### src/rtl/core/srpc_pkg.sv
// Package: types, register map and reset values of the stepper ramp position controller.
package srpc_pkg;

  localparam int unsigned TICK_COUNTER_BITS = 16;

  localparam int unsigned CfgAddrBits = 5;
  localparam int unsigned CfgDataBits = 32;

  localparam logic [2:0] RegStepPeriod = 3'd0;
  localparam logic [2:0] RegRampLen    = 3'd1;
  localparam logic [2:0] RegPauseLen   = 3'd2;
  localparam logic [2:0] RegExtraSteps = 3'd3;
  localparam logic [2:0] RegSlotCount  = 3'd4;

  localparam logic [7:0]  StepPeriodRst = 8'd4;
  localparam logic [7:0]  RampLenRst    = 8'd8;
  localparam logic [15:0] PauseLenRst   = 16'd100;
  localparam logic [7:0]  ExtraStepsRst = 8'd10;
  localparam logic [7:0]  SlotCountRst  = 8'd12;

  typedef struct packed {
    logic       start_req;
    logic       pass_pulse;
    logic       barrier_blocked;
    logic [7:0] target_slot;
  } in_item_t;

  typedef struct packed {
    logic        step_pulse;
    logic [1:0]  phase;
    logic [7:0]  slot_now;
    logic [15:0] steps_since_mark;
    logic        done_pulse;
  } out_item_t;

endpackage

### src/rtl/core/stepper_ramp_position_controller.sv
// Top level: per-tick ramp, run and stop sequencing of one stepper motor with slot tracking.
//
// One tick request is taken per clock cycle while the result register is empty or read
// out (out_ready_i). The request is held in an input register, then the whole tick update
// (pass queue, pause and tick counters, ramp interval compare through one 8x8 multiply, slot
// advance and the ramp-run-stop-idle cascade) is computed combinationally and written to the
// state and to the result register. A waiting result does not stop intake while the input
// register is free. Registers sit on the APB port at byte offsets 0, 4, 8, 12 and 16; the user
// must write them only while no tick is in flight, which the block itself does not enforce.
module stepper_ramp_position_controller (
  input  logic                                clk_i,
  input  logic                                rst_ni,
  input  logic                                in_valid_i,
  output logic                                in_ready_o,
  input  srpc_pkg::in_item_t                  in_data_i,
  output logic                                out_valid_o,
  input  logic                                out_ready_i,
  output srpc_pkg::out_item_t                 out_data_o,
  input  logic                                psel,
  input  logic                                penable,
  input  logic                                pwrite,
  input  logic [srpc_pkg::CfgAddrBits-1:0]    paddr,
  input  logic [srpc_pkg::CfgDataBits-1:0]    pwdata,
  output logic [srpc_pkg::CfgDataBits-1:0]    prdata,
  output logic                                pready
);

  typedef enum logic [2:0] {
    ModeIdle,
    ModeRamp,
    ModeRun,
    ModeStop,
    ModeFin
  } mode_e;

  localparam int unsigned TickBits = srpc_pkg::TICK_COUNTER_BITS;

  logic [7:0]  step_period_q, ramp_len_q, extra_steps_q, slot_count_q;
  logic [15:0] pause_len_q;
  logic        cfg_wr;
  logic [2:0]  cfg_idx;

  logic                s1_valid_q;
  srpc_pkg::in_item_t  s1_data_q;
  logic                out_valid_q;
  srpc_pkg::out_item_t out_data_q, out_data_d;
  logic                adv, proc;

  mode_e                mode_q, mode_d, mode_prev_q, mode_prev_d;
  logic [15:0]          pause_left_q, pause_left_d;
  logic [TickBits-1:0]  tick_q, tick_d;
  logic [7:0]           ramp_left_q, ramp_left_d;
  logic [7:0]           extra_left_q, extra_left_d;
  logic [15:0]          tally_q, tally_d;
  logic [7:0]           slot_q, slot_d;
  logic [3:0]           pending_q, pending_d;

  assign pready  = 1'b1;
  assign cfg_wr  = psel && penable && pwrite;
  assign cfg_idx = paddr[4:2];

  always_comb begin
    prdata = '0;
    unique case (cfg_idx)
      srpc_pkg::RegStepPeriod: prdata = {24'd0, step_period_q};
      srpc_pkg::RegRampLen:    prdata = {24'd0, ramp_len_q};
      srpc_pkg::RegPauseLen:   prdata = {16'd0, pause_len_q};
      srpc_pkg::RegExtraSteps: prdata = {24'd0, extra_steps_q};
      srpc_pkg::RegSlotCount:  prdata = {24'd0, slot_count_q};
      default:                 prdata = '0;
    endcase
  end

  always_ff @(posedge clk_i or negedge rst_ni) begin
    if (!rst_ni) begin
      step_period_q <= srpc_pkg::StepPeriodRst;
      ramp_len_q    <= srpc_pkg::RampLenRst;
      pause_len_q   <= srpc_pkg::PauseLenRst;
      extra_steps_q <= srpc_pkg::ExtraStepsRst;
      slot_count_q  <= srpc_pkg::SlotCountRst;
    end else if (cfg_wr) begin
      unique case (cfg_idx)
        srpc_pkg::RegStepPeriod: step_period_q <= pwdata[7:0];
        srpc_pkg::RegRampLen:    ramp_len_q    <= pwdata[7:0];
        srpc_pkg::RegPauseLen:   pause_len_q   <= pwdata[15:0];
        srpc_pkg::RegExtraSteps: extra_steps_q <= pwdata[7:0];
        srpc_pkg::RegSlotCount:  slot_count_q  <= pwdata[7:0];
        default: ;
      endcase
    end
  end

  assign adv         = !out_valid_q || out_ready_i;
  assign proc        = s1_valid_q && adv;
  assign in_ready_o  = !s1_valid_q || adv;
  assign out_valid_o = out_valid_q;
  assign out_data_o  = out_data_q;

  always_comb begin
    logic [7:0]  period;
    logic [7:0]  rlen;
    logic [15:0] prod;
    logic        stepped;
    logic        done;
    period       = (step_period_q == 8'd0) ? 8'd1 : step_period_q;
    rlen         = (ramp_len_q == 8'd0) ? 8'd1 : ramp_len_q;
    prod         = '0;
    stepped      = 1'b0;
    done         = 1'b0;
    mode_d       = mode_q;
    mode_prev_d  = mode_prev_q;
    pause_left_d = pause_left_q;
    tick_d       = tick_q;
    ramp_left_d  = ramp_left_q;
    extra_left_d = extra_left_q;
    tally_d      = tally_q;
    slot_d       = slot_q;
    pending_d    = pending_q;

    if (proc) begin
      if (s1_data_q.pass_pulse && pending_d != 4'd15) begin
        pending_d = pending_d + 4'd1;
      end
      if (mode_d == ModeIdle && s1_data_q.start_req) begin
        mode_d = ModeRamp;
      end
      if (mode_d != ModeIdle) begin
        if (pause_left_d != 16'd0) begin
          pause_left_d = pause_left_d - 16'd1;
        end else begin
          tick_d = tick_d + TickBits'(1);
        end
      end

      if (mode_d == ModeRamp) begin
        if (mode_prev_d != ModeRamp) begin
          mode_prev_d  = ModeRamp;
          ramp_left_d  = rlen;
          pause_left_d = pause_len_q;
          extra_left_d = extra_steps_q;
          tick_d       = '0;
          tally_d      = '0;
        end
        prod = 16'(period) * 16'(ramp_left_d);
        if (tick_d == TickBits'(prod) && pause_left_d == 16'd0) begin
          tick_d      = '0;
          ramp_left_d = ramp_left_d - 8'd1;
          if (ramp_left_d == 8'd0) begin
            mode_d = ModeRun;
          end
          stepped = 1'b1;
          tally_d = tally_d + 16'd1;
        end
      end

      if (mode_d == ModeRun) begin
        if (mode_prev_d != ModeRun) begin
          mode_prev_d = ModeRun;
          tick_d      = '0;
        end
        if (tick_d == TickBits'(period)) begin
          stepped = 1'b1;
          tally_d = tally_d + 16'd1;
          tick_d  = '0;
          if (pending_d != 4'd0) begin
            pending_d = pending_d - 4'd1;
            tally_d   = '0;
            slot_d    = slot_d + 8'd1;
            if (slot_d == slot_count_q) begin
              slot_d = '0;
            end
          end
        end
        if (slot_d == s1_data_q.target_slot && s1_data_q.barrier_blocked) begin
          if (extra_left_d == 8'd0) begin
            mode_d = ModeStop;
          end
          extra_left_d = extra_left_d - 8'd1;
        end
      end

      if (mode_d == ModeStop) begin
        if (mode_prev_d == ModeRun) begin
          mode_prev_d  = ModeStop;
          pause_left_d = pause_len_q;
        end
        if (pause_left_d == 16'd0) begin
          mode_d = ModeFin;
        end
      end

      if (mode_d == ModeFin) begin
        if (mode_prev_d == ModeStop) begin
          mode_prev_d = ModeFin;
          tick_d      = '0;
        end
        mode_d = ModeIdle;
        done   = 1'b1;
      end
    end

    out_data_d.step_pulse       = stepped;
    out_data_d.phase            = mode_d[1:0];
    out_data_d.slot_now         = slot_d;
    out_data_d.steps_since_mark = tally_d;
    out_data_d.done_pulse       = done;
  end

  always_ff @(posedge clk_i or negedge rst_ni) begin
    if (!rst_ni) begin
      s1_valid_q   <= 1'b0;
      out_valid_q  <= 1'b0;
      mode_q       <= ModeIdle;
      mode_prev_q  <= ModeFin;
      pause_left_q <= '0;
      tick_q       <= '0;
      ramp_left_q  <= '0;
      extra_left_q <= '0;
      tally_q      <= '0;
      slot_q       <= '0;
      pending_q    <= '0;
    end else begin
      if (in_valid_i && in_ready_o) begin
        s1_valid_q <= 1'b1;
      end else if (adv) begin
        s1_valid_q <= 1'b0;
      end
      if (adv) begin
        out_valid_q <= s1_valid_q;
      end
      mode_q       <= mode_d;
      mode_prev_q  <= mode_prev_d;
      pause_left_q <= pause_left_d;
      tick_q       <= tick_d;
      ramp_left_q  <= ramp_left_d;
      extra_left_q <= extra_left_d;
      tally_q      <= tally_d;
      slot_q       <= slot_d;
      pending_q    <= pending_d;
    end
  end

  always_ff @(posedge clk_i) begin
    if (in_valid_i && in_ready_o) begin
      s1_data_q <= in_data_i;
    end
    if (proc) begin
      out_data_q <= out_data_d;
    end
  end

endmodule

### config.mk
export PLATFORM = sky130hd
export DESIGN_NAME = stepper_ramp_position_controller
export DESIGN_NICKNAME = d
export VERILOG_FILES = /design/src/rtl/core/srpc_pkg.sv /design/src/rtl/core/stepper_ramp_position_controller.sv
export SDC_FILE = /design/constraint.sdc
export NUM_CORES = 1
export LEC_CHECK = 0
export CORE_MARGIN = 3
export CORE_UTILIZATION = 67
export CTS_BUF_LIST = sky130_fd_sc_hd__clkbuf_2
export DETAILED_ROUTE_END_ITERATION = 6
export DONT_BUFFER_PORTS = 1
export PLACE_DENSITY = 0.89
export SETUP_SLACK_MARGIN = 0.3
export SYNTH_ARGS = -nofsm -noshare
export SYNTH_HDL_FRONTEND = slang
export SYNTH_SLANG_ARGS = --single-unit
### constraint.sdc
create_clock -name clk_i -period 9.55 [get_ports clk_i]
set_input_delay 0.955 -clock clk_i [delete_from_list [all_inputs] [get_ports clk_i]]
set_output_delay 0.955 -clock clk_i [all_outputs]
set_load 0.1 [all_outputs]
==> impl_metrics.ini <==
[routing]
dr.pass1.iters = 6
ant_nets = 0
wirelength_um = 40300
drc = 0
wire_per_inst_um = 21.4
vias_per_cell = 6.97
via_count = 13200
drtIter0Drc = 1708

[yosys]
yosysMostFrequentCell = nand2_1
syn_area_um2 = 14600
synth_area_leaders = dfrtp_1, edfxtp_1, fa_1, nand2_1, mux2_2
synth_top_area_frac = 0.209
netlist_instances = 1648
synth_seq_cells = 171
yosysWarnings = 0
yosysUniqueCellTypes = 108
synth_ff_type = dfrtp_1
synth_common_cells = nand2_1, dfrtp_1, nor2_1
syn_area_per_cell_um2 = 8.85
yosysTopAreaCell = dfrtp_1
synth-edff-count = 39
synthArstFlopShare = 0.772
yosysSeqAreaShare = 0.308

[timing]
fin_crit_ns = 8.54
period_share = 0.894
tightest_slew_ns = 1.30
finalMaxSlewViolations = 0
slew_headroom = 0.129
grt_setup_unrepaired = false
skew_ns = 0.0422
hold_viol = 0
setup-tns-final_ns = 0
setup_viol = 0
timing.fmax_mhz = 117

[floorplan]
core_um2 = 21200
die_area_um2 = 23600
ios = 118
start_util = 0.687
num_rows = 53
die_w_um = 154
die_h_um = 154

[power]
leakagePower_nw = 6.13
power.density_nw_per_um2 = 229
ir_worst_vdd_v = 0.000137
p_total_w = 0.00344

[grt]
grt_usage = 0.336
antenna_found_initial = 2
grt_pass1_vias = 12400
grt_overflow = 0
grt_pass1_wl_um = 65100
grt_start_max_net_pins = 132

[final_layout]
nets = 1736
area_growth_pct = 3.00
drive_gt1_frac = 0.123
postLayoutCellArea_um2 = 15000
final_cells = 1888

[clock_network]
clk_pin_slew_ns = 0.31
cts-root-buf = clkbuf_2
post_cts.repair.setup_buffers = 0
h-tree-depth = 4
cts_sinks = 171
clk_latency_ns = 0.80
cts_buffers = 17
cts_tree = yes
clock_path_buffers = 2

[worst_setup_path]
worstPathRequired_ns = 10.11
r2r_start = mode_prev_q[1]
criticalPathCategory = register to register
cp_top_family = simple AND/OR/NAND/NOR gates
worst_path_most_repeated_cell = fa_1
arrival_ns = 9.09
cp-start-kind = register
crit_start = mode_prev_q[1]
critPathMaxStageDelay_ns = 0.77
slowest_stage = or4_1
worst-path-buf-inv = 4
critPathMaxFanout = 10
cp-end-kind = register

[place]
dp.cells = 1852
dp_hpwl_um = 29400
port_buffers = 0
dpl_cell_area_um2 = 14700
finalWeightedCongestion = 1.03

[run_status]
status = complete, no violations

[min_path]
hold_class = primary input to asynchronous set/reset pin

[flow_run]
drv_cap = 0
==> per-layer routing <==
layer	GRT usage	routed length [um]	up-vias
met5	0	0	-
met4	0.141	1750	0
met3	0.0698	4520	133
met2	0.512	17900	845
met1	0.471	16200	6272
li1	-	-	5904
==> cells by family (layout without fill, tap and decap cells) <==
kind of cell | after synthesis | in the layout | share of synthesized area
other | 2 | 19 | 0.000515
AND/OR/NAND/NOR | 686 | 686 | 0.256
XOR/XNOR | 78 | 78 | 0.0507
AO/OA/AOI/OAI | 337 | 337 | 0.163
flip-flops | 171 | 171 | 0.308
multiplexers | 100 | 100 | 0.0745
buffers and inverters | 191 | 139 | 0.0582
adder cells (fa/ha/maj) | 83 | 83 | 0.0897
==> cell usage in the layout (no fill, tap or decap), types with 18 or more instances in the layout <==
cell,netlist,layout
fa_1,36,36
o211ai_1,30,30
mux2i_1,40,40
edfxtp_1,39,39
xnor2_1,44,44
ha_1,47,47
nor3_1,65,63
nand4_1,36,36
inv_1,74,74
xor2_1,30,30
nand2b_1,18,18
o21ai_0,70,69
nand2_1,186,184
or3_1,24,24
a21oi_1,49,49
and2_1,47,47
dfrtp_1,122,122
buf_4,22,29
nor2_1,121,120
nand3_1,47,47
mux2_2,59,59
and3_1,24,24
==> where the power goes <==
part	leakage (nW)	internal [W]	switching (W)
clock	0.150	0.0000909	0.000323
sequential	2.06	0.000890	0.000280
combinational	3.92	0.000704	0.00115
==> final timing paths <==
path,to,slack [ns],cells after the start
max,out_data_o[26],1.01,25
min,tick_q[0],0.05,1
max reg2reg,out_data_o[26],1.01,25
min reg2reg,extra_left_q[1],0.54,2
max in group asynchronous,step_period_q[2],8.81,1
min in group clk_i,s1_data_q[7],0.22,0
==> registers in the layout (all words and copies together) (netlist names), 4 cells and up <==
| register | flops |
|---|---|
| slot_count_q | 8 |
| step_period_q | 8 |
| out_data_o | 28 |
| extra_steps_q | 8 |
| extra_left_q | 8 |
| tick_q | 16 |
| pause_len_q | 16 |
| ramp_left_q | 8 |
| pending_q | 4 |
| tally_q | 16 |
| slot_q | 8 |
| s1_data_q | 11 |
| pause_left_q | 16 |
| ramp_len_q | 8 |
==> layout make-up <==
cell class / instances / area (um^2)
clock inverter: 15 / 171
fill: 1567 / 6190
tap: 275 / 344
clock buffer: 17 / 85.1
timing repair buffer: 31 / 255
multi-input combinational: 1301 / 9390
inverter: 76 / 285
sequential: 171 / 4490
antenna: 2 / 5.00
==> repair_timing <==
item | CTS | global route
setup endpoints to repair | 0 | 17
hold buffers | 2 | 0
gates resized for setup | 0 | 3
hold endpoints to repair | 131 | 0
==> through the flow <==
stage	utilization	hold WS, ns	setup WS (ns)
2_1_floorplan	-	0.444	1.19
3_3_place_gp	0.693	0.461	0.833
3_5_place_dp	0.693	0.469	0.679
4_1_cts	0.707	0.0605	0.604
5_1_grt	0.708	0.0804	0.475
6_report	0.708	0.0524	1.01
(Power assumes the default switching activity.)
